File: src/hw/rtl/lqm_pkg.sv
`default_nettype none
// ----------------------------------------------------------------------------
// lqm_pkg: link quality monitor shared types and constants
// Field widths, register codes, reset levels and the quality scaling
// constants used by the interfaces, the evaluator and the top level.
// ----------------------------------------------------------------------------
package lqm_pkg;

  // Item field widths
  localparam int ID_W   = 4;
  localparam int RSSI_W = 12;
  localparam int SNR_W  = 10;
  localparam int PER_W  = 10;
  localparam int QUAL_W = 11;

  // Per-node store
  localparam int NODE_COUNT = 16;
  localparam int NODE_IDX_W = (NODE_COUNT > 1) ? $clog2(NODE_COUNT) : 1;

  // Configuration port
  localparam int CFG_IDX_W  = 3;
  localparam int CFG_DATA_W = 12;
  localparam int RCHG_W     = 11;

  typedef enum logic [CFG_IDX_W-1:0] {
    CFG_RSSI_ACTIVE = 3'd0,
    CFG_SNR_ACTIVE  = 3'd1,
    CFG_PER_ACTIVE  = 3'd2,
    CFG_RSSI_CHANGE = 3'd3,
    CFG_SNR_CHANGE  = 3'd4,
    CFG_PER_CHANGE  = 3'd5
  } cfg_idx_t;

  localparam logic signed [RSSI_W-1:0] RSSI_ACTIVE_RST = -12'sd850;
  localparam logic signed [SNR_W-1:0]  SNR_ACTIVE_RST  = 10'sd100;
  localparam logic [PER_W-1:0]         PER_ACTIVE_RST  = 10'd100;
  localparam logic [RCHG_W-1:0]        RSSI_CHANGE_RST = 11'd50;
  localparam logic [SNR_W-1:0]         SNR_CHANGE_RST  = 10'd30;
  localparam logic [PER_W-1:0]         PER_CHANGE_RST  = 10'd50;

  // Quality: N = 40*(r+1200) + 90*s + 27*(1000-p), q = floor(1024*N/90000).
  // For 0 < N < 90000, q = (N * QUAL_RECIP) >> QUAL_SHIFT exactly.
  localparam int N_W        = 20;
  localparam int N_LO_W     = 17;
  localparam int RECIP_W    = 25;
  localparam int PROD_W     = N_LO_W + RECIP_W;
  localparam int QUAL_SHIFT = 31;
  localparam logic [RECIP_W-1:0] QUAL_RECIP  = 25'd24433592;
  localparam logic signed [N_W-1:0] QUAL_FULL_N = 20'sd90000;
  localparam logic [QUAL_W-1:0] QUALITY_ONE = 11'd1024;
  localparam logic [QUAL_W-1:0] ROUTE_LIMIT = 11'd307;

  typedef struct packed {
    logic signed [RSSI_W-1:0] rssi_active;
    logic signed [SNR_W-1:0]  snr_active;
    logic [PER_W-1:0]         per_active;
    logic [RCHG_W-1:0]        rssi_trig;
    logic [SNR_W-1:0]         snr_trig;
    logic [PER_W-1:0]         per_trig;
  } cfg_t;

  typedef struct packed {
    logic [ID_W-1:0]          neighbor_id;
    logic signed [RSSI_W-1:0] rssi;
    logic signed [SNR_W-1:0]  snr;
    logic [PER_W-1:0]         per;
  } item_t;

  typedef struct packed {
    logic signed [RSSI_W-1:0] rssi;
    logic signed [SNR_W-1:0]  snr;
    logic [PER_W-1:0]         per;
  } metrics_t;

  typedef struct packed {
    logic              active;
    logic              update_needed;
    logic [QUAL_W-1:0] quality;
    logic              route_ok;
  } result_t;

endpackage
`default_nettype wire

File: src/hw/rtl/lqm_ifs.sv
`default_nettype none
// ----------------------------------------------------------------------------
// lqm_ifs: link quality monitor channels
// Measurement channel and result channel, each a valid/ready beat.
// ----------------------------------------------------------------------------
interface lqm_in_if;
  logic                                 valid;
  logic                                 ready;
  logic [lqm_pkg::ID_W-1:0]             neighbor_id;
  logic signed [lqm_pkg::RSSI_W-1:0]    rssi_tenths;
  logic signed [lqm_pkg::SNR_W-1:0]     snr_tenths;
  logic [lqm_pkg::PER_W-1:0]            per_tenths;

  modport source (output valid, neighbor_id, rssi_tenths, snr_tenths, per_tenths,
                  input ready);
  modport sink   (input valid, neighbor_id, rssi_tenths, snr_tenths, per_tenths,
                  output ready);
endinterface

interface lqm_out_if;
  logic                         valid;
  logic                         ready;
  logic                         active;
  logic                         update_needed;
  logic [lqm_pkg::QUAL_W-1:0]   quality;
  logic                         route_ok;

  modport source (output valid, active, update_needed, quality, route_ok,
                  input ready);
  modport sink   (input valid, active, update_needed, quality, route_ok,
                  output ready);
endinterface
`default_nettype wire

File: src/hw/rtl/lqm_eval.sv
`default_nettype none
// ----------------------------------------------------------------------------
// lqm_eval: link quality evaluation
// Threshold checks, change detection against the stored metrics and the
// weighted quality for one measurement.
// ----------------------------------------------------------------------------
module lqm_eval (
  input  var lqm_pkg::item_t    item,
  input  var lqm_pkg::metrics_t prev,
  input  var lqm_pkg::cfg_t     cfg,
  output lqm_pkg::result_t      res
);

  logic                                active;
  logic                                update;
  logic signed [lqm_pkg::RSSI_W:0]     rssi_diff;
  logic signed [lqm_pkg::SNR_W:0]      snr_diff;
  logic signed [lqm_pkg::PER_W:0]      per_diff;
  logic [lqm_pkg::RSSI_W:0]            rssi_mag;
  logic [lqm_pkg::SNR_W:0]             snr_mag;
  logic [lqm_pkg::PER_W:0]             per_mag;
  logic signed [lqm_pkg::N_W-1:0]      n_sum;
  logic [lqm_pkg::PROD_W-1:0]          prod;
  logic [lqm_pkg::QUAL_W-1:0]          qual;

  always_comb begin
    active = (item.rssi > cfg.rssi_active) && (item.snr > cfg.snr_active) &&
             (item.per < cfg.per_active);

    rssi_diff = (lqm_pkg::RSSI_W+1)'(item.rssi) - (lqm_pkg::RSSI_W+1)'(prev.rssi);
    snr_diff  = (lqm_pkg::SNR_W+1)'(item.snr) - (lqm_pkg::SNR_W+1)'(prev.snr);
    per_diff  = $signed({1'b0, item.per}) - $signed({1'b0, prev.per});
    rssi_mag  = rssi_diff[lqm_pkg::RSSI_W] ? (lqm_pkg::RSSI_W+1)'(-rssi_diff)
                                           : (lqm_pkg::RSSI_W+1)'(rssi_diff);
    snr_mag   = snr_diff[lqm_pkg::SNR_W] ? (lqm_pkg::SNR_W+1)'(-snr_diff)
                                         : (lqm_pkg::SNR_W+1)'(snr_diff);
    per_mag   = per_diff[lqm_pkg::PER_W] ? (lqm_pkg::PER_W+1)'(-per_diff)
                                         : (lqm_pkg::PER_W+1)'(per_diff);

    update = (rssi_mag > (lqm_pkg::RSSI_W+1)'(cfg.rssi_trig)) ||
             (snr_mag  > (lqm_pkg::SNR_W+1)'(cfg.snr_trig)) ||
             (per_mag  > (lqm_pkg::PER_W+1)'(cfg.per_trig));

    // weighted sum in units of 1/90000
    n_sum = 20'sd40 * (lqm_pkg::N_W'(item.rssi) + 20'sd1200) +
            20'sd90 * lqm_pkg::N_W'(item.snr) +
            20'sd27 * (20'sd1000 - $signed(lqm_pkg::N_W'(item.per)));

    prod = lqm_pkg::PROD_W'(n_sum[lqm_pkg::N_LO_W-1:0]) *
           lqm_pkg::PROD_W'(lqm_pkg::QUAL_RECIP);

    if (!(update && active) || n_sum <= 0) begin
      qual = '0;
    end else if (n_sum >= lqm_pkg::QUAL_FULL_N) begin
      qual = lqm_pkg::QUALITY_ONE;
    end else begin
      qual = prod[lqm_pkg::QUAL_SHIFT +: lqm_pkg::QUAL_W];
    end

    res.active        = active;
    res.update_needed = update;
    res.quality       = qual;
    res.route_ok      = update && (qual > lqm_pkg::ROUTE_LIMIT);
  end

endmodule
`default_nettype wire

File: src/hw/rtl/link_quality_monitor_core.sv
`default_nettype none
// ----------------------------------------------------------------------------
// link_quality_monitor_core: per-neighbor link quality monitor
// Checks each neighbor measurement against active levels, flags metric
// changes against the last stored values and scores the link.
// ----------------------------------------------------------------------------
// Usage:
//   in_chan carries one measurement per beat: neighbor id, RSSI, SNR and PER,
//   all in tenths. out_chan returns exactly one result beat per measurement,
//   in order: active, update_needed, quality (1/1024 units, 0..1024) and
//   route_ok.
//   The cfg port writes the six level registers; write only while idle.
//   Indexes beyond the register list are dropped.
// Timing:
//   A measurement is held in an input register, evaluated and loaded into
//   the result register, which offers it on out_chan. Throughput is one beat
//   per cycle while out_chan.ready stays high; the node table is a small
//   register file read and written in the same cycle, so back-to-back beats
//   to the same node see each other's update.
// Reset:
//   rst_n clears both stage valids, restores the level registers to their
//   defaults and clears the per-node valid bits, so every node reads as zero
//   metrics until first measured.
// Stall:
//   When out_chan.ready is low the result holds; one more beat still enters
//   the input register, then in_chan.ready drops until the result drains.
// ----------------------------------------------------------------------------
module link_quality_monitor_core (
  input  wire                                 clk,
  input  wire                                 rst_n,
  lqm_in_if.sink                              in_chan,
  lqm_out_if.source                           out_chan,
  input  wire                                 cfg_we,
  input  wire  [lqm_pkg::CFG_IDX_W-1:0]       cfg_index,
  input  wire  [lqm_pkg::CFG_DATA_W-1:0]      cfg_wdata
);

  // Level registers
  lqm_pkg::cfg_t cfg_r, cfg_nxt;

  // Input stage
  logic           s1_valid_r, s1_valid_nxt;
  lqm_pkg::item_t s1_item_r;

  // Result stage
  logic             out_valid_r, out_valid_nxt;
  lqm_pkg::result_t out_res_r;
  lqm_pkg::result_t eval_res;

  // Per-node store: payload without reset, valid bits cleared by reset
  lqm_pkg::metrics_t               node_metrics_r [lqm_pkg::NODE_COUNT];
  logic [lqm_pkg::NODE_COUNT-1:0]  node_valid_r;

  logic                            in_take;
  logic                            out_load;
  logic [lqm_pkg::NODE_IDX_W-1:0]  node_idx;
  logic                            node_hit;
  lqm_pkg::metrics_t               stored_metrics;
  lqm_pkg::metrics_t               new_metrics;

  // Advance the input stage into the result register when it is free or draining.
  assign out_load      = s1_valid_r && (!out_valid_r || out_chan.ready);
  assign in_chan.ready = !s1_valid_r || out_load;
  assign in_take       = in_chan.valid && in_chan.ready;

  // Look up the node; ids past the table compare against zero and store nothing.
  assign node_idx = lqm_pkg::NODE_IDX_W'(s1_item_r.neighbor_id);
  assign node_hit = (32'(s1_item_r.neighbor_id) < lqm_pkg::NODE_COUNT);

  always_comb begin
    stored_metrics = '0;
    if (node_hit && node_valid_r[node_idx]) begin
      stored_metrics = node_metrics_r[node_idx];
    end
    new_metrics.rssi = s1_item_r.rssi;
    new_metrics.snr  = s1_item_r.snr;
    new_metrics.per  = s1_item_r.per;
  end

  lqm_eval u_eval (
    .item (s1_item_r),
    .prev (stored_metrics),
    .cfg  (cfg_r),
    .res  (eval_res)
  );

  // Decode configuration writes.
  always_comb begin
    cfg_nxt = cfg_r;
    if (cfg_we) begin
      unique case (cfg_index)
        lqm_pkg::CFG_RSSI_ACTIVE: cfg_nxt.rssi_active = cfg_wdata[lqm_pkg::RSSI_W-1:0];
        lqm_pkg::CFG_SNR_ACTIVE:  cfg_nxt.snr_active  = cfg_wdata[lqm_pkg::SNR_W-1:0];
        lqm_pkg::CFG_PER_ACTIVE:  cfg_nxt.per_active  = cfg_wdata[lqm_pkg::PER_W-1:0];
        lqm_pkg::CFG_RSSI_CHANGE: cfg_nxt.rssi_trig   = cfg_wdata[lqm_pkg::RCHG_W-1:0];
        lqm_pkg::CFG_SNR_CHANGE:  cfg_nxt.snr_trig    = cfg_wdata[lqm_pkg::SNR_W-1:0];
        lqm_pkg::CFG_PER_CHANGE:  cfg_nxt.per_trig    = cfg_wdata[lqm_pkg::PER_W-1:0];
        default: ;
      endcase
    end
  end

  // Stage valids: fill on a taken beat, drain on a load or a taken result.
  always_comb begin
    s1_valid_nxt = s1_valid_r;
    if (in_take) begin
      s1_valid_nxt = 1'b1;
    end else if (out_load) begin
      s1_valid_nxt = 1'b0;
    end

    out_valid_nxt = out_valid_r;
    if (out_load) begin
      out_valid_nxt = 1'b1;
    end else if (out_chan.ready) begin
      out_valid_nxt = 1'b0;
    end
  end

  always_ff @(posedge clk) begin
    if (!rst_n) begin
      cfg_r.rssi_active <= lqm_pkg::RSSI_ACTIVE_RST;
      cfg_r.snr_active  <= lqm_pkg::SNR_ACTIVE_RST;
      cfg_r.per_active  <= lqm_pkg::PER_ACTIVE_RST;
      cfg_r.rssi_trig   <= lqm_pkg::RSSI_CHANGE_RST;
      cfg_r.snr_trig    <= lqm_pkg::SNR_CHANGE_RST;
      cfg_r.per_trig    <= lqm_pkg::PER_CHANGE_RST;
      s1_valid_r        <= 1'b0;
      out_valid_r       <= 1'b0;
      node_valid_r      <= '0;
    end else begin
      cfg_r       <= cfg_nxt;
      s1_valid_r  <= s1_valid_nxt;
      out_valid_r <= out_valid_nxt;
      if (out_load && node_hit) begin
        node_valid_r[node_idx] <= 1'b1;
      end
    end
  end

  // Payload registers
  always_ff @(posedge clk) begin
    if (in_take) begin
      s1_item_r.neighbor_id <= in_chan.neighbor_id;
      s1_item_r.rssi        <= in_chan.rssi_tenths;
      s1_item_r.snr         <= in_chan.snr_tenths;
      s1_item_r.per         <= in_chan.per_tenths;
    end
    if (out_load) begin
      out_res_r <= eval_res;
      if (node_hit) begin
        node_metrics_r[node_idx] <= new_metrics;
      end
    end
  end

  assign out_chan.valid         = out_valid_r;
  assign out_chan.active        = out_res_r.active;
  assign out_chan.update_needed = out_res_r.update_needed;
  assign out_chan.quality       = out_res_r.quality;
  assign out_chan.route_ok      = out_res_r.route_ok;

  // Assertions

  // A scored route needs an active, updated link with quality above the limit.
  a_route_implies_score: assert property (@(posedge clk) disable iff (!rst_n)
    out_valid_r && out_res_r.route_ok |->
      out_res_r.active && out_res_r.update_needed &&
      (out_res_r.quality > lqm_pkg::ROUTE_LIMIT))
    else $error("route_ok without active update and sufficient quality");

  // Nonzero quality only for active, updated links, never above full scale.
  a_quality_gated: assert property (@(posedge clk) disable iff (!rst_n)
    out_valid_r && (out_res_r.quality != '0) |->
      out_res_r.active && out_res_r.update_needed &&
      (out_res_r.quality <= lqm_pkg::QUALITY_ONE))
    else $error("quality nonzero outside an active update or above full scale");

  // An input stage that cannot advance keeps its beat.
  a_stage_holds: assert property (@(posedge clk) disable iff (!rst_n)
    s1_valid_r && !out_load |=> s1_valid_r && $stable(s1_item_r))
    else $error("input stage lost a stalled beat");

  // Each load into the result register leaves a valid result behind.
  a_load_offers: assert property (@(posedge clk) disable iff (!rst_n)
    out_load |=> out_valid_r)
    else $error("loaded result not offered");

endmodule
`default_nettype wire

File: src/flat_wrapper.sv
// flat-port wrapper written by rule: the top's interface ports become plain ports
module link_quality_monitor_core_flat 
  (clk, rst_n, cfg_we, cfg_index, cfg_wdata, in_chan_valid, in_chan_neighbor_id, in_chan_rssi_tenths, in_chan_snr_tenths, in_chan_per_tenths, in_chan_ready, out_chan_valid, out_chan_active, out_chan_update_needed, out_chan_quality, out_chan_route_ok, out_chan_ready);
  lqm_in_if in_chan_i ();
  lqm_out_if out_chan_i ();
  input  wire clk;
  input  wire rst_n;
  input  wire cfg_we;
  input  wire  [lqm_pkg::CFG_IDX_W-1:0] cfg_index;
  input  wire  [lqm_pkg::CFG_DATA_W-1:0] cfg_wdata;
  input wire logic [$bits(in_chan_i.valid)-1:0] in_chan_valid;
  input wire logic [$bits(in_chan_i.neighbor_id)-1:0] in_chan_neighbor_id;
  input wire logic [$bits(in_chan_i.rssi_tenths)-1:0] in_chan_rssi_tenths;
  input wire logic [$bits(in_chan_i.snr_tenths)-1:0] in_chan_snr_tenths;
  input wire logic [$bits(in_chan_i.per_tenths)-1:0] in_chan_per_tenths;
  output wire logic [$bits(in_chan_i.ready)-1:0] in_chan_ready;
  output wire logic [$bits(out_chan_i.valid)-1:0] out_chan_valid;
  output wire logic [$bits(out_chan_i.active)-1:0] out_chan_active;
  output wire logic [$bits(out_chan_i.update_needed)-1:0] out_chan_update_needed;
  output wire logic [$bits(out_chan_i.quality)-1:0] out_chan_quality;
  output wire logic [$bits(out_chan_i.route_ok)-1:0] out_chan_route_ok;
  input wire logic [$bits(out_chan_i.ready)-1:0] out_chan_ready;
  assign in_chan_i.valid = in_chan_valid;
  assign in_chan_i.neighbor_id = in_chan_neighbor_id;
  assign in_chan_i.rssi_tenths = in_chan_rssi_tenths;
  assign in_chan_i.snr_tenths = in_chan_snr_tenths;
  assign in_chan_i.per_tenths = in_chan_per_tenths;
  assign in_chan_ready = in_chan_i.ready;
  assign out_chan_valid = out_chan_i.valid;
  assign out_chan_active = out_chan_i.active;
  assign out_chan_update_needed = out_chan_i.update_needed;
  assign out_chan_quality = out_chan_i.quality;
  assign out_chan_route_ok = out_chan_i.route_ok;
  assign out_chan_i.ready = out_chan_ready;
  link_quality_monitor_core u_core (.clk(clk), .rst_n(rst_n), .in_chan(in_chan_i), .out_chan(out_chan_i), .cfg_we(cfg_we), .cfg_index(cfg_index), .cfg_wdata(cfg_wdata));
endmodule
File: config.mk
export PLATFORM = sky130hd
export DESIGN_NAME = link_quality_monitor_core_flat
export DESIGN_NICKNAME = d
export VERILOG_FILES = /design/src/hw/rtl/lqm_pkg.sv /design/src/hw/rtl/lqm_ifs.sv /design/src/hw/rtl/lqm_eval.sv /design/src/hw/rtl/link_quality_monitor_core.sv /design/src/flat_wrapper.sv
export SDC_FILE = /design/constraint.sdc
export NUM_CORES = 1
export LEC_CHECK = 0
export BUFFER_PORTS_ARGS = -buffer_cell sky130_fd_sc_hd__buf_2
export CELL_PAD_IN_SITES_DETAIL_PLACEMENT = 1
export CELL_PAD_IN_SITES_GLOBAL_PLACEMENT = 1
export CORE_ASPECT_RATIO = 0.75
export CORE_MARGIN = 8
export CORE_UTILIZATION = 53
export CTS_CLUSTER_DIAMETER = 80
export DETAILED_ROUTE_END_ITERATION = 10
export HOLD_SLACK_MARGIN = 0.03
export PLACE_DENSITY = 0.78
export SLEW_MARGIN = 40
export SYNTH_ARGS = -nofsm -noshare
export SYNTH_HDL_FRONTEND = slang
export SYNTH_HIERARCHICAL = 1
export SYNTH_SLANG_ARGS = --single-unit
File: constraint.sdc
create_clock -name clk -period 16 [get_ports clk]
set_input_delay 2.4 -clock clk [delete_from_list [all_inputs] [get_ports clk]]
set_output_delay 2.4 -clock clk [all_outputs]
set_load 0.02 [all_outputs]
==> tab_implementation.tex, run 1 <==
\begin{tabular}{lr}
\hline
Metric & Value \\
\hline
\multicolumn{2}{l}{\textbf{Status}} \\
\quad Outcome & complete, no violations \\
\multicolumn{2}{l}{\textbf{Worst setup path}} \\
\quad Largest fanout on the critical path & 22 \\
\quad Cell depth of the worst flop-to-flop path & 46 \\
\quad Cell mode on critical path & sky130\_fd\_sc\_hd\_\_fa\_1 \\
\quad Worst reg2reg path endpoint & u\_core/out\_chan.route\_ok\$\_DFFE\_PP\_ \\
\quad Critical-path cell with the highest stage delay & sky130\_fd\_sc\_hd\_\_edfxtp\_1 \\
\quad Worst endpoint required time & 16380 ps \\
\quad Kind of launch point of the worst setup path & register \\
\quad Reg-to-reg startpoint & u\_core/new\_metrics[14]\$\_DFFE\_PN\_ \\
\quad Delay of the slowest critical-path stage & 870 ps \\
\quad Worst setup path class & register to register \\
\quad Type of element capturing the critical path & register \\
\quad Critical path endpoint & u\_core/out\_chan.route\_ok\$\_DFFE\_PP\_ \\
\quad Critical Path Start & u\_core/new\_metrics[14]\$\_DFFE\_PN\_ \\
\quad Slack of the worst reg-to-reg path & 720 ps \\
\quad Critical path arrival & 15660 ps \\
\multicolumn{2}{l}{\textbf{Logic synthesis}} \\
\quad Number of synthesized register bits & 647 \\
\quad Register area share after synthesis & 47.0\% \\
\quad Area of the mapped netlist & 39500 um\^{}2 \\
\quad Most common flop cell mapped by yosys & sky130\_fd\_sc\_hd\_\_edfxtp\_1 \\
\quad Number of warnings reported in the yosys synthesis log & 6 \\
\quad Main area contributors after synthesis & sky130\_fd\_sc\_hd\_\_edfxtp\_1 (43\%), sky130\_fd\_sc\_hd\_\_fa\_1 (11\%), sky130\_fd\_sc\_hd\_\_ha\_1 (11\%), sky130\_fd\_sc\_hd\_\_inv\_1 (4.7\%), sky130\_fd\_sc\_hd\_\_dfxtp\_1 (4.3\%) \\
\quad Most numerous cell in the Yosys netlist & sky130\_fd\_sc\_hd\_\_edfxtp\_1 \\
\quad Post-synth cell types & 86 \\
\quad Post-synth EDFFs & 562 \\
\quad Top cells by count, synth & sky130\_fd\_sc\_hd\_\_edfxtp\_1 (562), sky130\_fd\_sc\_hd\_\_inv\_1 (490), sky130\_fd\_sc\_hd\_\_ha\_1 (346), sky130\_fd\_sc\_hd\_\_fa\_1 (218), sky130\_fd\_sc\_hd\_\_nand2\_1 (194) \\
\quad Fraction of registers with async set or reset after synthesis & 0\% \\
\quad Post-synthesis area per instance & 12.6 um\^{}2 \\
\quad Synthesized netlist net count & 3756 \\
\quad Post-synthesis instance total & 3136 \\
\quad Area share of the largest cell type after synthesis & 42.7\% \\
\quad Cell type contributing the most total cell area after synthesis & sky130\_fd\_sc\_hd\_\_edfxtp\_1 \\
\multicolumn{2}{l}{\textbf{Routing}} \\
\quad Detailed-route wire length per cell & 27.8 um \\
\quad Met3 WL post-DR & 10000 um \\
\quad Via Count & 26194 \\
\quad Top routing layer in use & met4 \\
\quad Via count normalized by instance count & 6.12 \\
\quad DRC marker count from the first detailed-route iteration & 2219 \\
\quad Final WL & 119000 um \\
\quad Residual DRC count & 0 \\
\quad Met2 WL & 54900 um \\
\quad Number of antenna-violating nets in the routed design & 0 \\
\quad Met1 routed wirelength after detailed routing & 50800 um \\
\quad First-pass DRT Iterations & 7 \\
\multicolumn{2}{l}{\textbf{Final layout}} \\
\quad Layout net count & 3875 \\
\quad Proportion of layout cells with a drive suffix above 1 & 11.2\% \\
\quad Area growth from synthesis to layout & 10.4\% \\
\quad Non-filler cells, final & 4278 \\
\multicolumn{2}{l}{\textbf{Clocking}} \\
\quad Number of levels the H-tree was split into & 3 \\
\quad CTS Hold Bufs & 0 \\
\quad Post-CTS resize count & 0 \\
\quad Post-CTS Repair Setup Buffers & 0 \\
\quad Clock root buffer & sky130\_fd\_sc\_hd\_\_clkbuf\_16 \\
\quad Clock tree from TritonCTS & done \\
\quad Number of sinks driven by the clock tree & 647 \\
\quad Longest Clk Path Bufs & 3 \\
\quad Worst-skew pair later-pin latency & 620 ps \\
\quad Clock-pin transition on the worst setup and hold timing paths & 60 ps \\
\quad Total clock buffers created by CTS & 66 \\
\multicolumn{2}{l}{\textbf{Global route}} \\
\quad Global route total overflow & 0 \\
\quad Antenna violations before repair & 2 \\
\quad First-pass GRT wire length & 178000 um \\
\quad Pin count of the biggest net entering global routing & 107 \\
\quad Total GRT Usage & 28.1\% \\
\quad Number of global-route vias before repair & 28535 \\
\multicolumn{2}{l}{\textbf{Place}} \\
\quad Placed Cells & 4150 \\
\quad Routability cong. & 0.935 \\
\quad Number of input and output port buffers inserted & 71 \\
\quad Final HPWL from detailed placement & 80800 um \\
\quad Worst setup timing slack at the placement stage & 1120 ps \\
\multicolumn{2}{l}{\textbf{STA}} \\
\quad Worst-case hold slack & 462 ps \\
\quad RSZ-0062 raised after global routing & no \\
\quad Number of setup violations in the final report & 0 \\
\quad Worst-Margin Slew & 849 ps \\
\quad Final-layout setup total negative slack & 0 ps \\
\quad Max Fclk & 0.0654 GHz \\
\quad Period utilisation layout & 95.5\% \\
\quad Number of hold-slack violations in the final timing report & 0 \\
\quad Pins over their slew limit & 0 \\
\quad Worst slew margin relative to its limit & 43.3\% \\
\quad Worst Slack Setup Final & 716 ps \\
\quad Skew final & 33.0 ps \\
\quad Clock period minus final worst setup slack & 15280 ps \\
\multicolumn{2}{l}{\textbf{Floorplan}} \\
\quad Die Width & 331 um \\
\quad Placeable core region & 73600 um\^{}2 \\
\quad Number of top-level pins & 72 \\
\quad Starting density of the core & 53.7\% \\
\quad Floorplan die area & 83700 um\^{}2 \\
\quad Rows & 86 \\
\quad Die boundary height & 253 um \\
\multicolumn{2}{l}{\textbf{Min path}} \\
\quad Worst hold path class & register to register \\
\multicolumn{2}{l}{\textbf{Run}} \\
\quad \# Max-Cap Violations & 0 \\
\hline
\end{tabular}
[worst min-delay path by stage]
stage / from / endpoint / slack [ps] / depth (start not counted)
detailed placement: u_core/node_valid_r[1]$_SDFFE_PN0P_ / u_core/node_valid_r[1]$_SDFFE_PN0P_ / 450 / 1
finish: u_core/node_valid_r[1]$_SDFFE_PN0P_ / u_core/node_valid_r[1]$_SDFFE_PN0P_ / 460 / 1
CTS: u_core/node_valid_r[1]$_SDFFE_PN0P_ / u_core/node_valid_r[1]$_SDFFE_PN0P_ / 470 / 1
global route: u_core/node_valid_r[2]$_SDFFE_PN0P_ / u_core/node_valid_r[2]$_SDFFE_PN0P_ / 490 / 1
global placement: u_core/node_valid_r[3]$_SDFFE_PN0P_ / u_core/node_valid_r[3]$_SDFFE_PN0P_ / 440 / 1
floorplan: u_core/node_valid_r[13]$_SDFFE_PN0P_ / u_core/node_valid_r[13]$_SDFFE_PN0P_ / 430 / 1
[worst max-delay path, delay by kind of cell, from the launching register on]
kind	cells	cell delay [ps]
adders and majority gates	16	7410
AOI/OAI and AO/OA	14	3800
and+or+nand+nor	9	2300
DFF	1	870
buffers and inverters	6	360
muxes	1	270
[state kept, by name, indices dropped and copies added (netlist names), 4 cells and up, named ones only]
name and flops:
u_core/cfg_r 63, u_core/new_metrics 32, u_core/out_chan.quality 11, u_core/node_idx 4, u_core/node_metrics_r 512, u_core/node_valid_r 16
[per-stage QoR]
stage / utilization, % / area [um^2]
after CTS: 59.2 / 43600
after global routing: 59.3 / 43600
after floorplan: - / 39500
final: 59.3 / 43600
after global placement: 56.0 / 41200
after detailed placement: 56.1 / 41300
[cell families after synthesis]
group	share of synthesized area (%)
XOR/XNOR	2.42
AND/OR/NAND/NOR	6.31
adder cells (fa/ha/maj)	22.0
flip-flops	47.0
buffers and inverters	5.88
multiplexers	7.45
AO/OA/AOI/OAI	8.95
[cell usage in the layout (no fill, tap or decap), types with 47 or more instances in the layout]
master,count
sky130_fd_sc_hd__nand3_1,50
sky130_fd_sc_hd__mux4_2,64
sky130_fd_sc_hd__o21ai_0,83
sky130_fd_sc_hd__mux2i_1,131
sky130_fd_sc_hd__clkbuf_16,71
sky130_fd_sc_hd__ha_1,346
sky130_fd_sc_hd__buf_4,55
sky130_fd_sc_hd__xnor2_1,69
sky130_fd_sc_hd__a21oi_1,102
sky130_fd_sc_hd__nor2_1,70
sky130_fd_sc_hd__a21boi_0,47
sky130_fd_sc_hd__edfxtp_1,562
sky130_fd_sc_hd__fa_1,218
sky130_fd_sc_hd__buf_2,71
sky130_fd_sc_hd__dfxtp_1,82
sky130_fd_sc_hd__nand2_1,194
sky130_fd_sc_hd__inv_1,489
[metal layers]
metal | GRT usage [%] | vias to the layer above
met5 | 0 | -
met4 | 8.50 | 0
met3 | 7.35 | 190
met2 | 44.7 | 980
met1 | 38.0 | 13608
li1 | - | 11416
[final cells by class]
| cell class | instances | area, um^2 |
|---|---|---|
| Clock inverter | 31 | 324 |
| Tap cell | 968 | 1210 |
| Timing Repair Buffer | 137 | 930 |
| Sequential cell | 647 | 18600 |
| Fill cell | 7339 | 30000 |
| Multi-Input combinational cell | 1912 | 18800 |
| Clock buffer | 91 | 1930 |
| Antenna cell | 1 | 2.50 |
| Inverter | 491 | 1840 |
Power of run 1 is not shown: default switching activity piles up to over one toggle a cycle in this logic, so the estimate is an artifact.
==> run 2, diff against run 1 <==
Settings changed: CORE_UTILIZATION 53 to 48, PLACE_DENSITY 0.78 to 0.74.
Clock period 16 ns to 13.4 ns, I/O delays scaled along.
==> run 2 against run 1 <==
Effect of this change: die area increased by 9.8%; clock skew decreased by 15 ps; fmax increased by 18%; register-to-register slack got worse by 220 ps; non-clock buffer count increased by 13; worst hold slack improved by 3.0 ps; wire length decreased by 3.6%; sequential share of layout area decreased by 0.25 points; cell area increased by 0.60%; setup slack got worse by 220 ps; via count decreased by 1.4%.
==> tab_implementation.tex, run 2 (synthesized netlist as in run 1, its figures left out) <==
\begin{tabular}{lr}
\hline
Metric & Value \\
\hline
\multicolumn{2}{l}{\textbf{Routing}} \\
\quad Via Count & 25829 (-1.4\%) \\
\quad First-pass DRT Iterations & 5 (-2) \\
\quad Via count normalized by instance count & 5.88 (-3.9\%) \\
\quad DRC marker count from the first detailed-route iteration & 2140 (-3.6\%) \\
\quad Number of antenna-violating nets in the routed design & 0 (unchanged) \\
\quad Detailed-route wire length per cell & 26.2 um (-6.0\%) \\
\quad Final WL & 115000 um (-3.6\%) \\
\quad Residual DRC count & 0 (unchanged) \\
\multicolumn{2}{l}{\textbf{Clocking}} \\
\quad Total clock buffers created by CTS & 68 (+3.0\%) \\
\quad Number of sinks driven by the clock tree & 647 (unchanged) \\
\quad Clock root buffer & sky130\_fd\_sc\_hd\_\_clkbuf\_16 \\
\quad Worst-skew pair later-pin latency & 620 ps (about the same) \\
\quad CTS Hold Bufs & 0 (unchanged) \\
\quad Clock tree from TritonCTS & done \\
\quad Clock-pin transition on the worst setup and hold timing paths & 60 ps (about the same) \\
\quad Longest Clk Path Bufs & 3 (unchanged) \\
\quad Number of levels the H-tree was split into & 3 (unchanged) \\
\multicolumn{2}{l}{\textbf{Worst setup path}} \\
\quad Worst endpoint required time & 13760 ps (-2620 ps) \\
\quad Critical-path cell with the highest stage delay & sky130\_fd\_sc\_hd\_\_fa\_1 \\
\quad Worst setup path class & register to register \\
\quad Kind of cell adding the most delay to the critical path & adder cells \\
\quad Kind of launch point of the worst setup path & register \\
\quad Type of element capturing the critical path & register \\
\quad Largest fanout on the critical path & 10 (-55\%) \\
\quad Cell mode on critical path & sky130\_fd\_sc\_hd\_\_fa\_1 \\
\quad Delay of the slowest critical-path stage & 580 ps (-290 ps) \\
\quad Critical path arrival & 13270 ps (-2390 ps) \\
\quad Buf/Inv on CP & 6 (unchanged) \\
\multicolumn{2}{l}{\textbf{Final layout}} \\
\quad Largest register by flop count & u\_core/node\_metrics\_r \\
\quad Area growth from synthesis to layout & 11.1\% \\
\quad Most used cells in the layout excluding fill and tap cells & sky130\_fd\_sc\_hd\_\_edfxtp\_1 (562), sky130\_fd\_sc\_hd\_\_inv\_1 (489), sky130\_fd\_sc\_hd\_\_ha\_1 (342), sky130\_fd\_sc\_hd\_\_fa\_1 (218), sky130\_fd\_sc\_hd\_\_nand2\_1 (194) \\
\quad Layout filler cell count & 8246 (+12\%) \\
\quad Flip-flop count of the largest register, all copies and words added & 512 (unchanged) \\
\quad Final design instance area without fill & 43900 um\^{}2 (+0.60\%) \\
\quad Most common library cell in the layout ignoring fill and taps & sky130\_fd\_sc\_hd\_\_edfxtp\_1 \\
\quad Layout net count & 3890 (+0.39\%) \\
\quad Proportion of layout cells with a drive suffix above 1 & 11.8\% (+0.63 points) \\
\multicolumn{2}{l}{\textbf{Floorplan}} \\
\quad Starting density of the core & 48.3\% (-5.4 points) \\
\quad Die boundary height & 265 um (+4.8\%) \\
\quad Placeable core region & 81900 um\^{}2 (+11\%) \\
\quad Number of top-level pins & 72 (unchanged) \\
\quad Die Width & 347 um (+4.8\%) \\
\quad Floorplan die area & 91900 um\^{}2 (+9.8\%) \\
\quad Rows & 91 (+5.8\%) \\
\multicolumn{2}{l}{\textbf{Global route}} \\
\quad Total GRT Usage & 24.9\% (-3.2 points) \\
\quad First-pass GRT wire length & 175000 um (-1.8\%) \\
\quad Number of global-route vias before repair & 27838 (-2.4\%) \\
\quad Antenna violations before repair & 1 (-1) \\
\quad Pin count of the biggest net entering global routing & 82 (-23\%) \\
\quad Global route total overflow & 0 (unchanged) \\
\multicolumn{2}{l}{\textbf{STA}} \\
\quad Skew final & 17.6 ps (-15.4 ps) \\
\quad Max Fclk & 0.0775 GHz (+18\%) \\
\quad Period utilisation layout & 96.3\% (+0.75 points) \\
\quad Final-layout setup total negative slack & 0 ps (unchanged) \\
\quad Number of setup violations in the final report & 0 (unchanged) \\
\quad Clock period minus final worst setup slack & 12900 ps (-2380 ps) \\
\quad Worst-Margin Slew & 865 ps (+16.0 ps) \\
\quad RSZ-0062 raised after global routing & no \\
\quad Worst slew margin relative to its limit & 42.3\% (-0.93 points) \\
\quad Number of hold-slack violations in the final timing report & 0 (unchanged) \\
\quad Pins over their slew limit & 0 (unchanged) \\
\multicolumn{2}{l}{\textbf{Min path}} \\
\quad Worst hold path class & register to register \\
\multicolumn{2}{l}{\textbf{Run}} \\
\quad \# Max-Cap Violations & 0 (unchanged) \\
\multicolumn{2}{l}{\textbf{Place}} \\
\quad Number of input and output port buffers inserted & 71 (unchanged) \\
\quad Routability cong. & 0.905 (-3.2\%) \\
\quad Final HPWL from detailed placement & 80100 um (-0.89\%) \\
\quad Placed instance area & 41500 um\^{}2 (+0.41\%) \\
\multicolumn{2}{l}{\textbf{Status}} \\
\quad Outcome & complete, no violations \\
\hline
\end{tabular}
==> run 2: cell count changes in the layout (fill, tap and decap cells not counted), sizes merged <==
cell / before / now
clkinv: 22 / 21
buf: 137 / 149
clkbuf: 91 / 89
clkinvlp: 3 / 2
bufinv: 4 / 6
inv: 493 / 494
==> run 2: path summary, 6_finish.rpt <==
kind,from,to,slack [ps],cells past startpoint
setup / recovery,u_core/new_metrics[14]$_DFFE_PN_,u_core/out_chan.route_ok$_DFFE_PP_,500,47
hold / removal,u_core/node_valid_r[15]$_SDFFE_PN0P_,u_core/node_valid_r[15]$_SDFFE_PN0P_,460,1
setup reg to reg,u_core/new_metrics[14]$_DFFE_PN_,u_core/out_chan.route_ok$_DFFE_PP_,500,47
hold reg to reg,u_core/node_valid_r[15]$_SDFFE_PN0P_,u_core/node_valid_r[15]$_SDFFE_PN0P_,460,1
==> run 2: layer usage <==
metal	track usage [%]	wire [um]	up-vias	share of wire (%)
met5	0	0	-	0
met4	6.46	2820	0	2.5
met3	4.09	6910	136	6.0
met2	38.8	52500	772	46
met1	36.2	52700	13473	46
li1	-	-	11448	-
==> run 2: area by class of cell <==
cell class | instances | area (um^2) | area share (%)
diodes | 1 | 2.50 | 0.00570
clock buffers | 88 | 1860 | 4.24
clock inverters | 32 | 364 | 0.829
inverters | 491 | 1850 | 4.20
multi-input cells | 1912 | 18900 | 43.0
flip-flops and latches | 647 | 18600 | 42.3
well taps | 1069 | 1340 | 3.05
repair buffers | 150 | 1020 | 2.31
==> run 2: what timing repair did <==
item | 4_1_cts | 5_1_grt
endpoints found under the setup margin | 3 | 10
gates cloned | 0 | 0
gates resized for setup | 3 | 27
buffers inserted | 0 | 3
pin swaps | 0 | 4
==> run 2: through the flow <==
stage	instances	utilization (%)	worst slack (ps)	hold WS (ps)
5_1_grt	4389	53.6	26.7	473
3_5_place_dp	4262	50.7	-161	449
4_1_cts	4382	53.4	4.93	464
3_3_place_gp	4261	50.6	211	438
6_report	4390	53.6	499	465
2_1_floorplan	3136	-	691	432
Power of run 2 is left out for the same reason.
